===== config.mk =====
export PLATFORM = sky130hd
export DESIGN_NAME = framed_parameter_link
export DESIGN_NICKNAME = d
export VERILOG_FILES = /design/src/design/fpl_pkg.sv /design/src/design/fpl_front.sv /design/src/design/fpl_queue.sv /design/src/design/fpl_back.sv /design/src/design/framed_parameter_link.sv
export SDC_FILE = /design/constraint.sdc
export NUM_CORES = 1
export LEC_CHECK = 0
export ABC_AREA = 1
export BUFFER_PORTS_ARGS = -buffer_cell sky130_fd_sc_hd__buf_2
export CAP_MARGIN = 20
export CELL_PAD_IN_SITES_DETAIL_PLACEMENT = 2
export CELL_PAD_IN_SITES_GLOBAL_PLACEMENT = 2
export CORE_MARGIN = 4
export CORE_UTILIZATION = 33
export CTS_CLUSTER_SIZE = 16
export DETAILED_ROUTE_END_ITERATION = 7
export PLACE_DENSITY = 0.77
export SETUP_SLACK_MARGIN = 0.5
export SLEW_MARGIN = 20
export SYNTH_ARGS = -nofsm -noshare
export SYNTH_HDL_FRONTEND = slang
export SYNTH_SLANG_ARGS = --single-unit

===== constraint.sdc =====
create_clock -name clk -period 8.06 [get_ports clk]
set_input_delay 0.806 -clock clk [delete_from_list [all_inputs] [get_ports clk]]
set_output_delay 0.806 -clock clk [all_outputs]
set_load 0.01 [all_outputs]

===== src/design/fpl_pkg.sv =====
// shared types and constants of the framed parameter link
package fpl_pkg;

	// item kinds
	localparam logic [1:0] KIND_BYTE   = 2'd0;
	localparam logic [1:0] KIND_TICK   = 2'd1;
	localparam logic [1:0] KIND_PB_END = 2'd2;

	// link modes
	localparam logic [1:0] MODE_LIVE     = 2'd0;
	localparam logic [1:0] MODE_RECORD   = 2'd1;
	localparam logic [1:0] MODE_PLAYBACK = 2'd2;

	// word index field wide enough for the largest parameter or command table
	localparam int IDX_W = 6;
	localparam logic [IDX_W-1:0] MODE_CMD_IDX = IDX_W'(2);

	// operation queue between front and back
	localparam int QUEUE_DEPTH = 2;

	typedef enum logic [1:0] {
		OP_PARAM_WR = 2'd0,
		OP_CMD_WR   = 2'd1,
		OP_TICK     = 2'd2,
		OP_PB_END   = 2'd3
	} op_t;

	typedef struct packed {
		op_t              op;
		logic [IDX_W-1:0] idx;
		logic [31:0]      value;
	} op_entry_t;

	typedef struct packed {
		logic       full;
		logic       empty;
	} queue_ctl_t;

	typedef struct packed {
		logic [1:0] kind;
		logic [7:0] rx_byte;
	} in_item_t;

	typedef struct packed {
		logic signed [2:0] confirm_number;
		logic [31:0]       confirm_value;
		logic [1:0]        link_mode;
	} result_t;

endpackage


===== src/design/fpl_front.sv =====
// front end: receive window, frame detection and item classification
module fpl_front #(
	parameter int PARAM_COUNT   = 3,
	parameter int COMMAND_COUNT = 3
) (
	input  logic              clk,
	input  logic              arst_n,
	input  logic              accept,
	input  fpl_pkg::in_item_t item,
	output logic              push,
	output fpl_pkg::op_entry_t entry
);
	import fpl_pkg::*;

	localparam int WIN_LEN = 10;
	localparam int FILL_W  = $clog2(WIN_LEN + 1);
	localparam logic [FILL_W-1:0] FILL_FULL = FILL_W'(WIN_LEN);
	localparam logic [7:0] FRAME_START = 8'd7;
	localparam logic [7:0] FRAME_STOP  = 8'd8;

	logic [7:0]        win_q [WIN_LEN];
	logic [FILL_W-1:0] fill_q;
	logic [7:0]        win_n [WIN_LEN];
	logic [FILL_W-1:0] fill_n;
	logic              frame;
	logic [31:0]       raw_num;
	logic [31:0]       raw_val;
	logic              param_ok;
	logic              cmd_ok;
	logic              is_byte;

	assign is_byte = (item.kind == KIND_BYTE);

	always_comb begin
		win_n  = win_q;
		fill_n = fill_q;
		if (fill_q == FILL_FULL) begin
			// drop oldest byte
			for (int i = 0; i < WIN_LEN - 1; i++) begin
				win_n[i] = win_q[i + 1];
			end
			win_n[WIN_LEN-1] = item.rx_byte;
		end else begin
			win_n[fill_q] = item.rx_byte;
			fill_n        = fill_q + FILL_W'(1);
		end
	end

	assign frame = (fill_n == FILL_FULL) && (win_n[0] == FRAME_START)
		&& (win_n[WIN_LEN-1] == FRAME_STOP);

	assign raw_num = {win_n[4], win_n[3], win_n[2], win_n[1]};
	assign raw_val = {win_n[8], win_n[7], win_n[6], win_n[5]};

	assign param_ok = !raw_num[31] && (raw_num < 32'(PARAM_COUNT));
	assign cmd_ok   = raw_num[31] && (raw_num >= 32'(-COMMAND_COUNT));

	always_comb begin
		entry.value = raw_val;
		entry.idx   = param_ok ? raw_num[IDX_W-1:0] : ~raw_num[IDX_W-1:0];
		entry.op    = OP_TICK;
		push        = 1'b0;
		case (item.kind)
			KIND_BYTE: begin
				entry.op = param_ok ? OP_PARAM_WR : OP_CMD_WR;
				push     = accept && frame && (param_ok || cmd_ok);
			end
			KIND_TICK: begin
				entry.op = OP_TICK;
				push     = accept;
			end
			KIND_PB_END: begin
				entry.op = OP_PB_END;
				push     = accept;
			end
			default: begin
				push = 1'b0;
			end
		endcase
	end

	always_ff @(posedge clk or negedge arst_n) begin
		if (!arst_n) begin
			fill_q <= '0;
			for (int i = 0; i < WIN_LEN; i++) begin
				win_q[i] <= '0;
			end
		end else if (accept && is_byte) begin
			if (frame) begin
				fill_q <= '0;
				for (int i = 0; i < WIN_LEN; i++) begin
					win_q[i] <= '0;
				end
			end else begin
				fill_q <= fill_n;
				win_q  <= win_n;
			end
		end
	end

endmodule


===== src/design/fpl_queue.sv =====
// short operation queue between front and back
module fpl_queue (
	input  logic                clk,
	input  logic                arst_n,
	input  logic                push,
	input  logic                pop,
	input  fpl_pkg::op_entry_t  wr_entry,
	output fpl_pkg::op_entry_t  rd_entry,
	output fpl_pkg::queue_ctl_t ctl
);
	import fpl_pkg::*;

	localparam int PTR_W = (QUEUE_DEPTH > 1) ? $clog2(QUEUE_DEPTH) : 1;
	localparam int CNT_W = $clog2(QUEUE_DEPTH + 1);
	localparam logic [PTR_W-1:0] PTR_LAST = PTR_W'(QUEUE_DEPTH - 1);
	localparam logic [CNT_W-1:0] CNT_FULL = CNT_W'(QUEUE_DEPTH);

	op_entry_t         slot_q [QUEUE_DEPTH];
	logic [PTR_W-1:0]  head_q;
	logic [PTR_W-1:0]  tail_q;
	logic [CNT_W-1:0]  count_q;
	logic              do_push;
	logic              do_pop;

	assign ctl.full  = (count_q == CNT_FULL);
	assign ctl.empty = (count_q == '0);
	assign do_push   = push && !ctl.full;
	assign do_pop    = pop && !ctl.empty;
	assign rd_entry  = slot_q[head_q];

	always_ff @(posedge clk) begin
		if (do_push) begin
			slot_q[tail_q] <= wr_entry;
		end
	end

	always_ff @(posedge clk or negedge arst_n) begin
		if (!arst_n) begin
			head_q  <= '0;
			tail_q  <= '0;
			count_q <= '0;
		end else begin
			if (do_push) begin
				tail_q <= (tail_q == PTR_LAST) ? '0 : tail_q + PTR_W'(1);
			end
			if (do_pop) begin
				head_q <= (head_q == PTR_LAST) ? '0 : head_q + PTR_W'(1);
			end
			case ({do_push, do_pop})
				2'b10:   count_q <= count_q + CNT_W'(1);
				2'b01:   count_q <= count_q - CNT_W'(1);
				default: count_q <= count_q;
			endcase
		end
	end

endmodule


===== src/design/fpl_back.sv =====
// back end: word store, mode control and rotating report
module fpl_back #(
	parameter int PARAM_COUNT   = 3,
	parameter int COMMAND_COUNT = 3
) (
	input  logic                clk,
	input  logic                arst_n,
	input  fpl_pkg::queue_ctl_t ctl,
	input  fpl_pkg::op_entry_t  head,
	output logic                pop,
	output logic                strobe,
	output fpl_pkg::result_t    result
);
	import fpl_pkg::*;

	localparam int PW = (PARAM_COUNT > 1) ? $clog2(PARAM_COUNT) : 1;
	localparam int CW = $clog2(COMMAND_COUNT);
	localparam int MAXC = (PARAM_COUNT > COMMAND_COUNT) ? PARAM_COUNT : COMMAND_COUNT;
	localparam int RW = $clog2(MAXC) + 1;
	localparam logic signed [RW-1:0] ROT_LAST  = RW'(PARAM_COUNT - 1);
	localparam logic signed [RW-1:0] ROT_FIRST = RW'(-COMMAND_COUNT);
	localparam logic [31:0] WORD_ONE  = 32'h3F80_0000;
	localparam logic [31:0] WORD_HALF = 32'h3F00_0000;

	logic [31:0]           param_q [PARAM_COUNT];
	logic [31:0]           cmd_q   [COMMAND_COUNT];
	logic [1:0]            mode_q;
	logic signed [RW-1:0]  rot_q;
	logic                  strobe_q;
	result_t               result_q;
	logic                  tick_out;
	logic [31:0]           rot_word;
	logic [CW-1:0]         cmd_idx;
	logic [31:0]           cmd_old;

	assign pop     = !ctl.empty;
	assign cmd_idx = head.idx[CW-1:0];
	assign cmd_old = cmd_q[cmd_idx];

	assign tick_out = pop && (head.op == OP_TICK) && (mode_q != MODE_PLAYBACK);
	assign rot_word = rot_q[RW-1] ? cmd_q[~rot_q[CW-1:0]] : param_q[rot_q[PW-1:0]];

	always_ff @(posedge clk) begin
		if (tick_out) begin
			result_q.confirm_number <= rot_q[2:0];
			result_q.confirm_value  <= rot_word;
			result_q.link_mode      <= mode_q;
		end
	end

	always_ff @(posedge clk or negedge arst_n) begin
		if (!arst_n) begin
			for (int i = 0; i < PARAM_COUNT; i++) begin
				param_q[i] <= (i < 2) ? WORD_ONE : ((i == 2) ? WORD_HALF : '0);
			end
			for (int i = 0; i < COMMAND_COUNT; i++) begin
				cmd_q[i] <= '0;
			end
			mode_q   <= MODE_LIVE;
			rot_q    <= '0;
			strobe_q <= 1'b0;
		end else begin
			strobe_q <= tick_out;
			if (pop) begin
				case (head.op)
					OP_PARAM_WR: begin
						param_q[head.idx[PW-1:0]] <= head.value;
					end
					OP_CMD_WR: begin
						if (head.idx == MODE_CMD_IDX && head.value != cmd_old) begin
							if (head.value == 32'd1) begin
								mode_q <= MODE_RECORD;
							end else if (head.value == 32'd0) begin
								mode_q <= MODE_PLAYBACK;
							end
						end
						cmd_q[cmd_idx] <= head.value;
					end
					OP_TICK: begin
						if (mode_q != MODE_PLAYBACK) begin
							rot_q <= (rot_q == ROT_LAST) ? ROT_FIRST : rot_q + RW'(1);
						end
					end
					OP_PB_END: begin
						if (mode_q == MODE_PLAYBACK) begin
							mode_q <= MODE_LIVE;
						end
					end
					default: begin
						mode_q <= mode_q;
					end
				endcase
			end
		end
	end

	assign strobe = strobe_q;
	assign result = result_q;

endmodule


===== src/design/framed_parameter_link.sv =====
// top level of the framed parameter link
//
// framed parameter link: an item is taken on a clock edge with start high and
// busy low; kind selects a received link byte, a loop tick or the end of
// playback. bytes collect in a ten-byte window; a window holding start byte 7,
// eight payload bytes (little-endian signed word number, then a 32-bit value)
// and stop byte 8 writes a parameter word (number >= 0) or a command word
// (number < 0), then the window clears. writing command -3 with a changed value
// of 1 or 0 switches to recording or playback; an end-of-playback item returns
// to live. every tick outside playback reports one stored word with the
// current mode on result, marked by strobe for a single cycle, and steps the
// reported index from -COMMAND_COUNT up to PARAM_COUNT-1 and around again.
// out-of-range numbers change nothing. while busy is low, one item per clock
// is taken: the front end classifies it in its accept cycle and drops it into
// a two-entry queue, the back end executes one queued item per clock, and a
// tick's report passes the queue and then the strobe register. the back end
// drains the queue every cycle, so busy stays low in normal operation. result
// cannot be held off by the receiver; sample it whenever strobe is high
module framed_parameter_link #(
	parameter int PARAM_COUNT   = 3,
	parameter int COMMAND_COUNT = 3
) (
	input  logic              clk,
	input  logic              arst_n,
	input  logic              start,
	output logic              busy,
	input  fpl_pkg::in_item_t item,
	output logic              strobe,
	output fpl_pkg::result_t  result
);
	import fpl_pkg::*;

	logic       accept;
	logic       push;
	logic       pop;
	op_entry_t  push_entry;
	op_entry_t  head_entry;
	queue_ctl_t qctl;

	// an item is taken whenever start is high and the queue has room
	assign busy   = qctl.full;
	assign accept = start && !busy;

	// window handling and item classification
	fpl_front #(
		.PARAM_COUNT   (PARAM_COUNT),
		.COMMAND_COUNT (COMMAND_COUNT)
	) u_front (
		.clk    (clk),
		.arst_n (arst_n),
		.accept (accept),
		.item   (item),
		.push   (push),
		.entry  (push_entry)
	);

	// decouples classification from execution
	fpl_queue u_queue (
		.clk      (clk),
		.arst_n   (arst_n),
		.push     (push),
		.pop      (pop),
		.wr_entry (push_entry),
		.rd_entry (head_entry),
		.ctl      (qctl)
	);

	// word store, mode and rotating report
	fpl_back #(
		.PARAM_COUNT   (PARAM_COUNT),
		.COMMAND_COUNT (COMMAND_COUNT)
	) u_back (
		.clk    (clk),
		.arst_n (arst_n),
		.ctl    (qctl),
		.head   (head_entry),
		.pop    (pop),
		.strobe (strobe),
		.result (result)
	);

endmodule


---- After elaboration in Yosys (flattened, before gate mapping) ----
Memories as Yosys holds them, arrays and structs flattened.
Cells that the tools add are included.
storage, ports and cells
  flip-flop bits (word level) ............. 323
  RAM bits ................................ 80
  output and inout bits ................... 39
  logic and storage cells ................. 134
  memories ................................ 1
memory list
  memory          depth  bits a word  rd ports  clocked after Yosys merged registers in  write ports  RTL line         source
  u_queue.slot_q  2      40           1         0                                        1            fpl_queue.sv:18  op_entry_t slot_q [QUEUE_DEPTH];
cells by class
  add/sub/neg operators ................... 6
  magnitude comparators ................... 8
  eq/ne operators ......................... 21
  multiplexer cells ....................... 36
  bitwise logic cells ..................... 7
  reduce and logical (&&, ||, !) cells .... 29
operators by type and width
  operator              number
  $mux 32               8
  $bmux 32 s2           3
  $bwmux 96             2
  $mux 80               2
  $bwmux 80             1
  $demux 32 s2          1
  $demux 8 s4           1
  $eq 32x1->1 const B   1
  $ge 32x32->1 const B  1
  $logic_not 32->1      1
  $lt 32x2->1 const B   1
  $ne 32x32->1          1
  $logic_and 1x1->1     14
  $eq 2x2->1 const B    6
  $pmux 2 s2            3
  $ge 3x3->1 const B    3
  $not 2->3             3
  $eq 4x4->1 const B    2
  $eq 8x3->1 const B    1
  $eq 8x4->1 const B    1
  $mux 2                4
  $mux 4                2
  $mux 8                1
  $eq 2x1->1 const B    3
  29 further kinds      41

---- Logic depth before layout (Yosys ltp) ----
Gate-level depths: netlist (run 1).
  depth in word-level cells ............... 16
  depth in mapped cells ................... 21

---- Cells and area by module ----
From an unflattened synthesis (run 1), not the netlist that was laid out.
unflattened totals
  cell total of the unflattened synthesis .. 2,548
  area total of the unflattened synthesis .. 20,274.4 um2
modules (own cells, without submodules)
  module                 instances  cells each  area an instance (um2)  seq. area each (um2)
  fpl_back               1          1,317       10,924.2                6,090.8
  fpl_front              1          987         6,170.9                 2,102.0
  fpl_queue              1          242         3,169.3                 2,502.4
  framed_parameter_link  1          2           10.0                    0.0

---- Least setup slack after synthesis (run 1) ----
Ideal clock, no wire load.
  path type ............................... flip-flop to flip-flop
  start point ............................. reg u_queue.head_q
  end point ............................... reg u_back.rot_q[2]
  library setup time ...................... 0.359 ns
  arrival time ............................ 5.186 ns
  slack ................................... 2.515 ns
  cell stages (with the launch flop) ...... 7
  path buffers ............................ 1
  cells stage by stage .................... dfrtp_1 -> inv_2 -> buf_2 -> nand2_1 -> nand2_1 -> nor4_1 -> a22oi_1
on the way
  word-level cells in the longest chain between the ends .. 3
ends and longest elaborated chain
  element                            RTL line         source
  start: declaration                 fpl_queue.sv:19  logic [PTR_W-1:0] head_q;
  start signal: assignment           fpl_queue.sv:47  head_q <= (head_q == PTR_LAST) ? '0 : head_q + PTR_W'(1);
  $mem_v2 2x40                       -
  $eq 2x2->1                         fpl_back.sv:65   case (head.op)
  $reduce_and 3->1 (no source line)  -
  end signal: assignment             fpl_back.sv:81   rot_q <= (rot_q == ROT_LAST) ? ROT_FIRST : rot_q + RW'(1);
  end: declaration                   fpl_back.sv:28   logic signed [RW-1:0] rot_q;
No other way between the ends.
A chain may end at the register's enable or synchronous reset.

---- Final worst setup path (run 1) ----
  start point ............................. reg u_front.fill_q[0]
  end point ............................... mem u_queue.slot_q[1][2] in the netlist's numbering, enable pin
on the way
  word-level cells in the longest chain between the ends .. 16
ends and longest elaborated chain
  element                                                               RTL line         source
  start: declaration                                                    fpl_front.sv:22  logic [FILL_W-1:0] fill_q;
  start signal: assignment                                              fpl_front.sv:95  fill_q <= fill_n;
  parallel branches: the longest is 11 deep, another holds $lt 32x2->1  -
  $logic_and 1x1->1 *                                                   fpl_front.sv:66  push = accept && frame && (param_ok || cmd_ok);
  $pmux 1 s2 *                                                          fpl_front.sv:63  case (item.kind)
  $logic_and 1x1->1 *                                                   fpl_queue.sv:27  assign do_push = push && !ctl.full;
  $mux 1 *                                                              fpl_queue.sv:32  if (do_push) begin
  $mux 1 (not written as such) *                                        fpl_queue.sv:33  slot_q[tail_q] <= wr_entry;
  end: declaration                                                      fpl_queue.sv:18
Mark *: on every way between the ends.

==> results of run 1 <==
-- metrics by stage --
stage / cells / setup slack [ns] / hold slack [ns] / util, %
global placement: 3205 / 3.53 / 0.455 / 34.8
floorplan: 2491 / 2.52 / 0.442 / -
finish: 3297 / 3.66 / 0.157 / 37.5
global route: 3297 / 3.22 / 0.187 / 37.5
detailed placement: 3206 / 3.28 / 0.468 / 34.8
CTS: 3296 / 3.27 / 0.164 / 37.5
-- synth_stat cells, drive strengths merged (3+ instances only) --
| library cell | count | share of area (%) |
|---|---|---|
| ha | 8 | 0.50 |
| o211ai | 51 | 1.9 |
| or2 | 13 | 0.40 |
| nor3 | 27 | 0.67 |
| o22ai | 53 | 1.7 |
| o21ai | 407 | 10 |
| xor2 | 6 | 0.26 |
| nor4 | 5 | 0.16 |
| nand3 | 206 | 5.1 |
| dfrtp | 266 | 33 |
| nand2 | 702 | 13 |
| inv | 265 | 5.0 |
| edfxtp | 117 | 17 |
| dfstp | 20 | 2.6 |
| o221ai | 3 | 0.13 |
| buf | 61 | 1.6 |
| nand4 | 25 | 0.78 |
| nor2 | 149 | 3.0 |
| clkbuf | 80 | 1.5 |
| a21oi | 12 | 0.30 |
| a31oi | 3 | 0.093 |
-- worst max-delay path, stage by stage, from the launching register on --
cell and delay (ns):
dfrtp_1 0.43, inv_1 0.11, ha_1 0.27, nand2_4 0.47, buf_4 0.63, o21ai_0 0.34
and2_1 0.25, nor2_1 0.10, nand2_1 0.06, nor2_1 0.09, nand2_1 0.13, nand2_1 0.14
nand2_1 0.11, nand2_1 0.09, nand2_1 0.12, nor2_4 0.43, buf_12 0.26
-- area by class of cell --
class	count	area, um^2
Sequential cell	403	10700
Clock buffer	60	1300
Multi-Input combinational cell	1681	7840
Fill cell	6763	37700
Inverter	266	998
Timing Repair Buffer	75	470
Clock inverter	30	309
Tap cell	782	978
-- logic make-up (layout without fill, tap and decap cells) --
| group | count (synthesis) | in the layout | share of synthesized area [%] |
|---|---|---|---|
| compound gates | 538 | 538 | 14.6 |
| xor+xnor | 6 | 6 | 0.262 |
| fa+ha+maj | 8 | 8 | 0.498 |
| buf+inv | 407 | 431 | 8.07 |
| flops | 403 | 403 | 53.3 |
| simple gates | 1129 | 1129 | 23.3 |
-- metal layers --
| layer | global-route usage (%) | vias up |
|---|---|---|
| met1 | 28.5 | 9212 |
| met2 | 40.2 | 295 |
| met5 | 0 | - |
| li1 | - | 8198 |
| met3 | 2.77 | 129 |
| met4 | 7.34 | 0 |
-- where the power goes --
part | total (mW) | internal (mW) | switching [mW]
sequential | 3.37 | 2.92 | 0.449
clock | 2.25 | 1.33 | 0.916
combinational | 3.52 | 0.952 | 2.57
-- registers in the layout (all words and copies together) (netlist names), 2 cells and up --
register / count
u_front.win_q: 80
u_queue.slot_q: 80
u_back.cmd_q: 96
u_queue.count_q: 2
u_back.result: 37
u_back.param_q: 96
u_back.rot_q: 3
u_front.fill_q: 4
u_back.mode_q: 2
-- how the worst min path moves through the flow --
| stage | start | to | slack, ns |
|---|---|---|---|
| 2_1_floorplan | u_queue.tail_q$_DFFE_PN0P_ | u_queue.tail_q$_DFFE_PN0P_ | 0.44 |
| 3_3_place_gp | u_queue.tail_q$_DFFE_PN0P_ | u_queue.tail_q$_DFFE_PN0P_ | 0.46 |
| 3_5_place_dp | u_back.param_q[76]$_DFFE_PN0P_ | u_back.param_q[76]$_DFFE_PN0P_ | 0.47 |
| 4_1_cts | arst_n | u_back.param_q[13]$_DFFE_PN0P_ | 0.16 |
| 5_1_grt | arst_n | u_back.param_q[38]$_DFFE_PN0P_ | 0.19 |
| 6_report | arst_n | u_back.param_q[38]$_DFFE_PN0P_ | 0.16 |
==> impl_metrics.py, run 1 <==
metrics = {
    "synthesis": {
        "netlist_instances": 2491,
        "avgSynthCellArea_um2": 8.06,
        "synth_edf_count": 117,
        "ys_warn_count": 0,
        "ys_seq_area_share_pct": 53.3,
        "synthArstFlopShare_pct": 71.0,
        "ys_ff_latch": 403,
        "syn_nets": 2512,
        "syn-cell-area_um2": 20100,
        "synthDistinctLibCells": 38,
        "synth_flop_cell": "dfrtp_1",
    },
    "detailed_routing": {
        "wl_mm": 72.9,
        "routed-wl-met3_mm": 2.36,
        "vias": 17834,
        "wl_met2_mm": 36.3,
        "drc": 0,
        "ant_nets": 0,
        "met1_length_mm": 32.0,
        "first_pass_iters": 5,
        "wl_per_cell_um": 22.1,
        "drt_iter0_drc": 1026,
        "highest_layer": "met4",
        "vias_per_cell": 5.41,
    },
    "floorplan": {
        "dieWidth_um": 255,
        "ios": 52,
        "core-area_um2": 60200,
        "rows": 90,
        "initial_utilization_pct": 33.3,
        "chipHeight_um": 255,
        "die_area_um2": 64900,
    },
    "critical_path": {
        "start_kind": "flop",
        "crit_path_end_kind": "flop",
        "path_max_fanout": 67,
        "crit_type": "flop to flop",
        "startpoint": "u_front.fill_q[0]$_DFFE_PN0P_",
        "r2r_cells": 16,
        "reg2reg_slack_ns": 3.66,
        "cp.arrival_ns": 4.68,
        "cp.required_ns": 8.34,
        "crit_end": "u_queue.slot_q[1][2]$_DFFE_PP_",
        "r2r_start": "u_front.fill_q[0]$_DFFE_PN0P_",
        "r2r-end": "u_queue.slot_q[1][2]$_DFFE_PP_",
    },
    "power_and_ir_drop": {
        "p_leak_nw": 9.78,
        "vdd_drop_max_mv": 0.165,
        "total_power_mw": 9.14,
        "p_per_area_nw_per_um2": 405,
    },
    "sta": {
        "fin_setup_tns_ns": 0,
        "finClkSkew_ns": 0.0285,
        "relSlewSlack_pct": 31.3,
        "fmax_mhz": 227,
        "worst_pin_slew_ns": 1.03,
        "period_minus_slack_ns": 4.40,
        "rsz0062_at_grt": "false",
        "hold_viol": 0,
        "slew_violations": 0,
        "fin_crit_sh_pct": 54.6,
        "setup_violations": 0,
    },
    "grt": {
        "grt_overflow_total": 0,
        "antenna_found_initial": 0,
        "grt_util_all_layers_pct": 22.6,
        "grt_pass1_vias": 19920,
        "grt_pass1_wl_mm": 115,
        "grt_max_degree": 160,
    },
    "placement": {
        "io_buffers": 51,
        "placed_area_um2": 21000,
        "gp_congestion": 0.819,
        "hpwl_mm": 47.6,
    },
    "cts": {
        "htreeDepth": 2,
        "cts.sinks": 403,
        "clock_latency_ns": 0.61,
        "post_cts_buffers": 0,
        "cts_tree": "done",
        "clockBufferDepth": 3,
        "hold_buffers": 0,
        "cts_buffers": 48,
        "cts-root-buf": "clkbuf_16",
        "clkSlewWorstSetupHoldPaths_ns": 0.06,
        "cts-resized-gates": 0,
    },
    "min_path": {
        "holdCritPathClass": "input pin to async pin",
    },
    "final_layout": {
        "n_antenna_cell": 0,
        "drive_above_1_share_pct": 8.39,
        "layout_common_cells": "698 x nand2_1, 377 x o21ai_0, 265 x dfrtp_1",
        "area_delta_synth_final_pct": 12.5,
        "final_common_cell": "nand2_1",
        "finalNetCount": 2496,
        "design_area_um2": 22600,
    },
    "outcome": {
        "outcome": "complete, no violations",
    },
    "run": {
        "max_cap_viol_count": 0,
    },
}
No activity file was read; power rests on OpenSTA's default activity.
==> inputs of run 2 (changes only) <==
- ABC_AREA: 1 -> 0
- PLACE_DENSITY: 0.77 -> 0.73
- clock period: 8.06 -> 4.34 ns (I/O delays scaled with it)
==> impl_metrics.py, run 2 <==
metrics = {
    "power_and_ir_drop": {
        "p_per_area_nw_per_um2": 764,
        "p_leak_nw": 9.55,
        "vdd_drop_max_mv": 0.478,
    },
    "detailed_routing": {
        "first_pass_iters": 5,
        "wl_mm": 71.1,
        "wl_per_cell_um": 25.4,
        "vias_per_cell": 5.76,
        "vias": 16110,
        "ant_nets": 0,
        "drt_iter0_drc": 1076,
        "drc": 0,
    },
    "grt": {
        "grt_overflow_total": 0,
        "grt_pass1_vias": 17619,
        "grt_pass1_wl_mm": 108,
        "grt_max_degree": 101,
        "antenna_found_initial": 0,
        "grt_util_all_layers_pct": 21.8,
    },
    "synthesis": {
        "yosys-top-cells-count": "266 x dfrtp_1, 262 x nand2_1, 200 x a21oi_1",
        "synthDistinctLibCells": 67,
        "ys_warn_count": 0,
        "syn_nets": 1965,
        "synthArstFlopShare_pct": 71.0,
        "synth_area_leaders": "dfrtp_1 34%, edfxtp_1 18%, mux2i_1 6.8%",
        "synth_top_family_by_area": "compound AO/OA/AOI/OAI gates",
        "synth_edf_count": 117,
        "post_synth_and_or_nand_nor_area_fraction_pct": 13.9,
        "ys_ff_latch": 403,
        "synth_compound_area_share_pct": 16.2,
        "ys_seq_area_share_pct": 54.8,
        "netlist_instances": 1944,
        "synth_fa_ha_area_share_pct": 0.513,
        "synth_xor_area_share_pct": 0.359,
        "syn-cell-area_um2": 19500,
        "synth_flop_cell": "dfrtp_1",
        "yosys.area.top_type_share_pct": 34.1,
        "yosysMostFrequentCell": "dfrtp_1",
        "yosys.area.top_type": "dfrtp_1",
        "synthMuxAreaShare_pct": 10.6,
        "avgSynthCellArea_um2": 10.0,
    },
    "sta": {
        "fmax_mhz": 266,
        "fin_setup_tns_ns": 0,
        "worst_pin_slew_ns": 1.09,
        "period_minus_slack_ns": 3.76,
        "fin_crit_sh_pct": 86.6,
        "setup_violations": 0,
        "relSlewSlack_pct": 26.4,
        "finClkSkew_ns": 0.0213,
        "worst_slack_ns": 0.581,
        "slew_violations": 0,
        "hold_viol": 0,
        "rsz0062_at_grt": "false",
    },
    "cts": {
        "clockBufferDepth": 3,
        "cts.sinks": 403,
        "clkSlewWorstSetupHoldPaths_ns": 0.06,
        "cts-root-buf": "clkbuf_16",
        "cts_buffers": 47,
        "clock_latency_ns": 0.60,
        "htreeDepth": 2,
        "cts_tree": "done",
    },
    "final_layout": {
        "final_util_pct": 39.2,
        "layout_common_cells": "260 x nand2_1, 260 x dfrtp_1, 198 x a21oi_1",
        "nFillCells": 6197,
        "area_delta_synth_final_pct": 16.8,
        "finalNetCount": 2014,
        "drive_above_1_share_pct": 17.0,
        "n_antenna_cell": 0,
        "largest_registers": "u_back.cmd_q: 96 flops, u_back.param_q: 96 flops",
    },
    "critical_path": {
        "start_kind": "flop",
        "crit_path_end_kind": "flop",
        "cp.arrival_ns": 4.05,
        "path_max_fanout": 50,
        "cp.required_ns": 4.63,
        "crit_type": "flop to flop",
    },
    "min_path": {
        "holdCritPathClass": "input pin to flop",
    },
    "placement": {
        "hpwl_mm": 46.4,
        "post-place-ws_ns": 0.313,
        "io_buffers": 51,
        "gp_congestion": 0.835,
    },
    "floorplan": {
        "rows": 88,
        "chipHeight_um": 251,
        "die_area_um2": 63100,
        "core-area_um2": 58100,
        "dieWidth_um": 251,
        "ios": 52,
        "initial_utilization_pct": 33.6,
    },
    "run": {
        "max_cap_viol_count": 0,
    },
    "outcome": {
        "outcome": "complete, no violations",
    },
}
[run 2: cell families (layout without fill, tap and decap cells)]
| group | after synthesis | after routing |
|---|---|---|
| and+or+nand+nor | 620 | 621 |
| AOI/OAI and AO/OA | 533 | 533 |
| DFF | 403 | 403 |
| muxes | 197 | 197 |
| buffers and inverters | 175 | 261 |
| adders and majority gates | 8 | 8 |
| xor gates and xnor gates | 8 | 8 |
[run 2: path summary, 6_finish.rpt]
kind                                                    to  cells after the start                           start  slack (ns)
min in group asynchronous   u_back.param_q[40]$_DFFE_PN0P_                      2                          arst_n        0.50
max                        u_queue.slot_q[0][36]$_DFFE_PP_                     13   u_front.fill_q[0]$_DFFE_PN0P_        0.58
max reg2reg                u_queue.slot_q[0][36]$_DFFE_PP_                     13   u_front.fill_q[0]$_DFFE_PN0P_        0.58
min reg2reg                 u_back.param_q[86]$_DFFE_PN0P_                      2  u_back.param_q[86]$_DFFE_PN0P_        0.48
min                           u_front.win_q[1]$_DFFE_PN0P_                      2                         item[1]        0.37
max in group asynchronous    u_front.fill_q[2]$_DFFE_PN0P_                      3                          arst_n        2.73
[run 2: repair_timing]
action                                 CTS  global route
hold buffers                             1             0
buffers inserted                         6             5
resized for setup                        7            17
endpoints found under the hold margin   94             0
cloned                                   1             1
pin swaps                                0             3
setup endpoints to repair              135           133
[run 2: stage by stage]
stage / std cells / cell area (um^2) / total power [mW] / hold slack [ns]
2_1_floorplan: 1944 / 19500 / 10.4 / 0.138
5_1_grt: 2796 / 22800 / 18.4 / 0.357
6_report: 2796 / 22800 / 17.4 / 0.370
4_1_cts: 2790 / 22600 / 17.4 / 0.320
3_3_place_gp: 2695 / 21000 / 12.7 / 0.460
3_5_place_dp: 2695 / 21000 / 13.1 / 0.473
[run 2: layout make-up]
class	instances	area [um^2]	share of cell area [%]
inverter	26	97.6	0.428
sequential	403	10700	47.0
clock inverter	30	310	1.36
timing repair buffer	148	1150	5.07
multi-input combinational	1367	8310	36.5
tap	765	957	4.20
clock buffer	57	1250	5.50
[run 2: critical path, cell delays in order (launching register included)]
cell	delay (ns)
dfrtp_1	0.46
inv_2	0.18
ha_4	0.20
nand3b_1	0.14
buf_12	0.23
nor2_1	0.30
a21oi_2	0.14
nor4_2	0.31
nand4_1	0.20
nor4_4	0.39
o211ai_1	0.16
a21o_2	0.30
nor2_4	0.19
clkbuf_16	0.24
[run 2: layer usage]
layer  up-vias  global-route usage [%]  part of all wire [%]
met5         -                       0                     0
met4         0                    8.54                   4.3
met3       165                    3.16                   3.4
met2       349                    38.6                    50
met1      8437                    27.0                    42
li1       7159                       -                     -
[run 2: power breakdown]
part,switching (mW),internal [mW]
combinational,4.11,2.52
sequential,1.28,5.39
clock,1.73,2.37
total,7.13,10.3
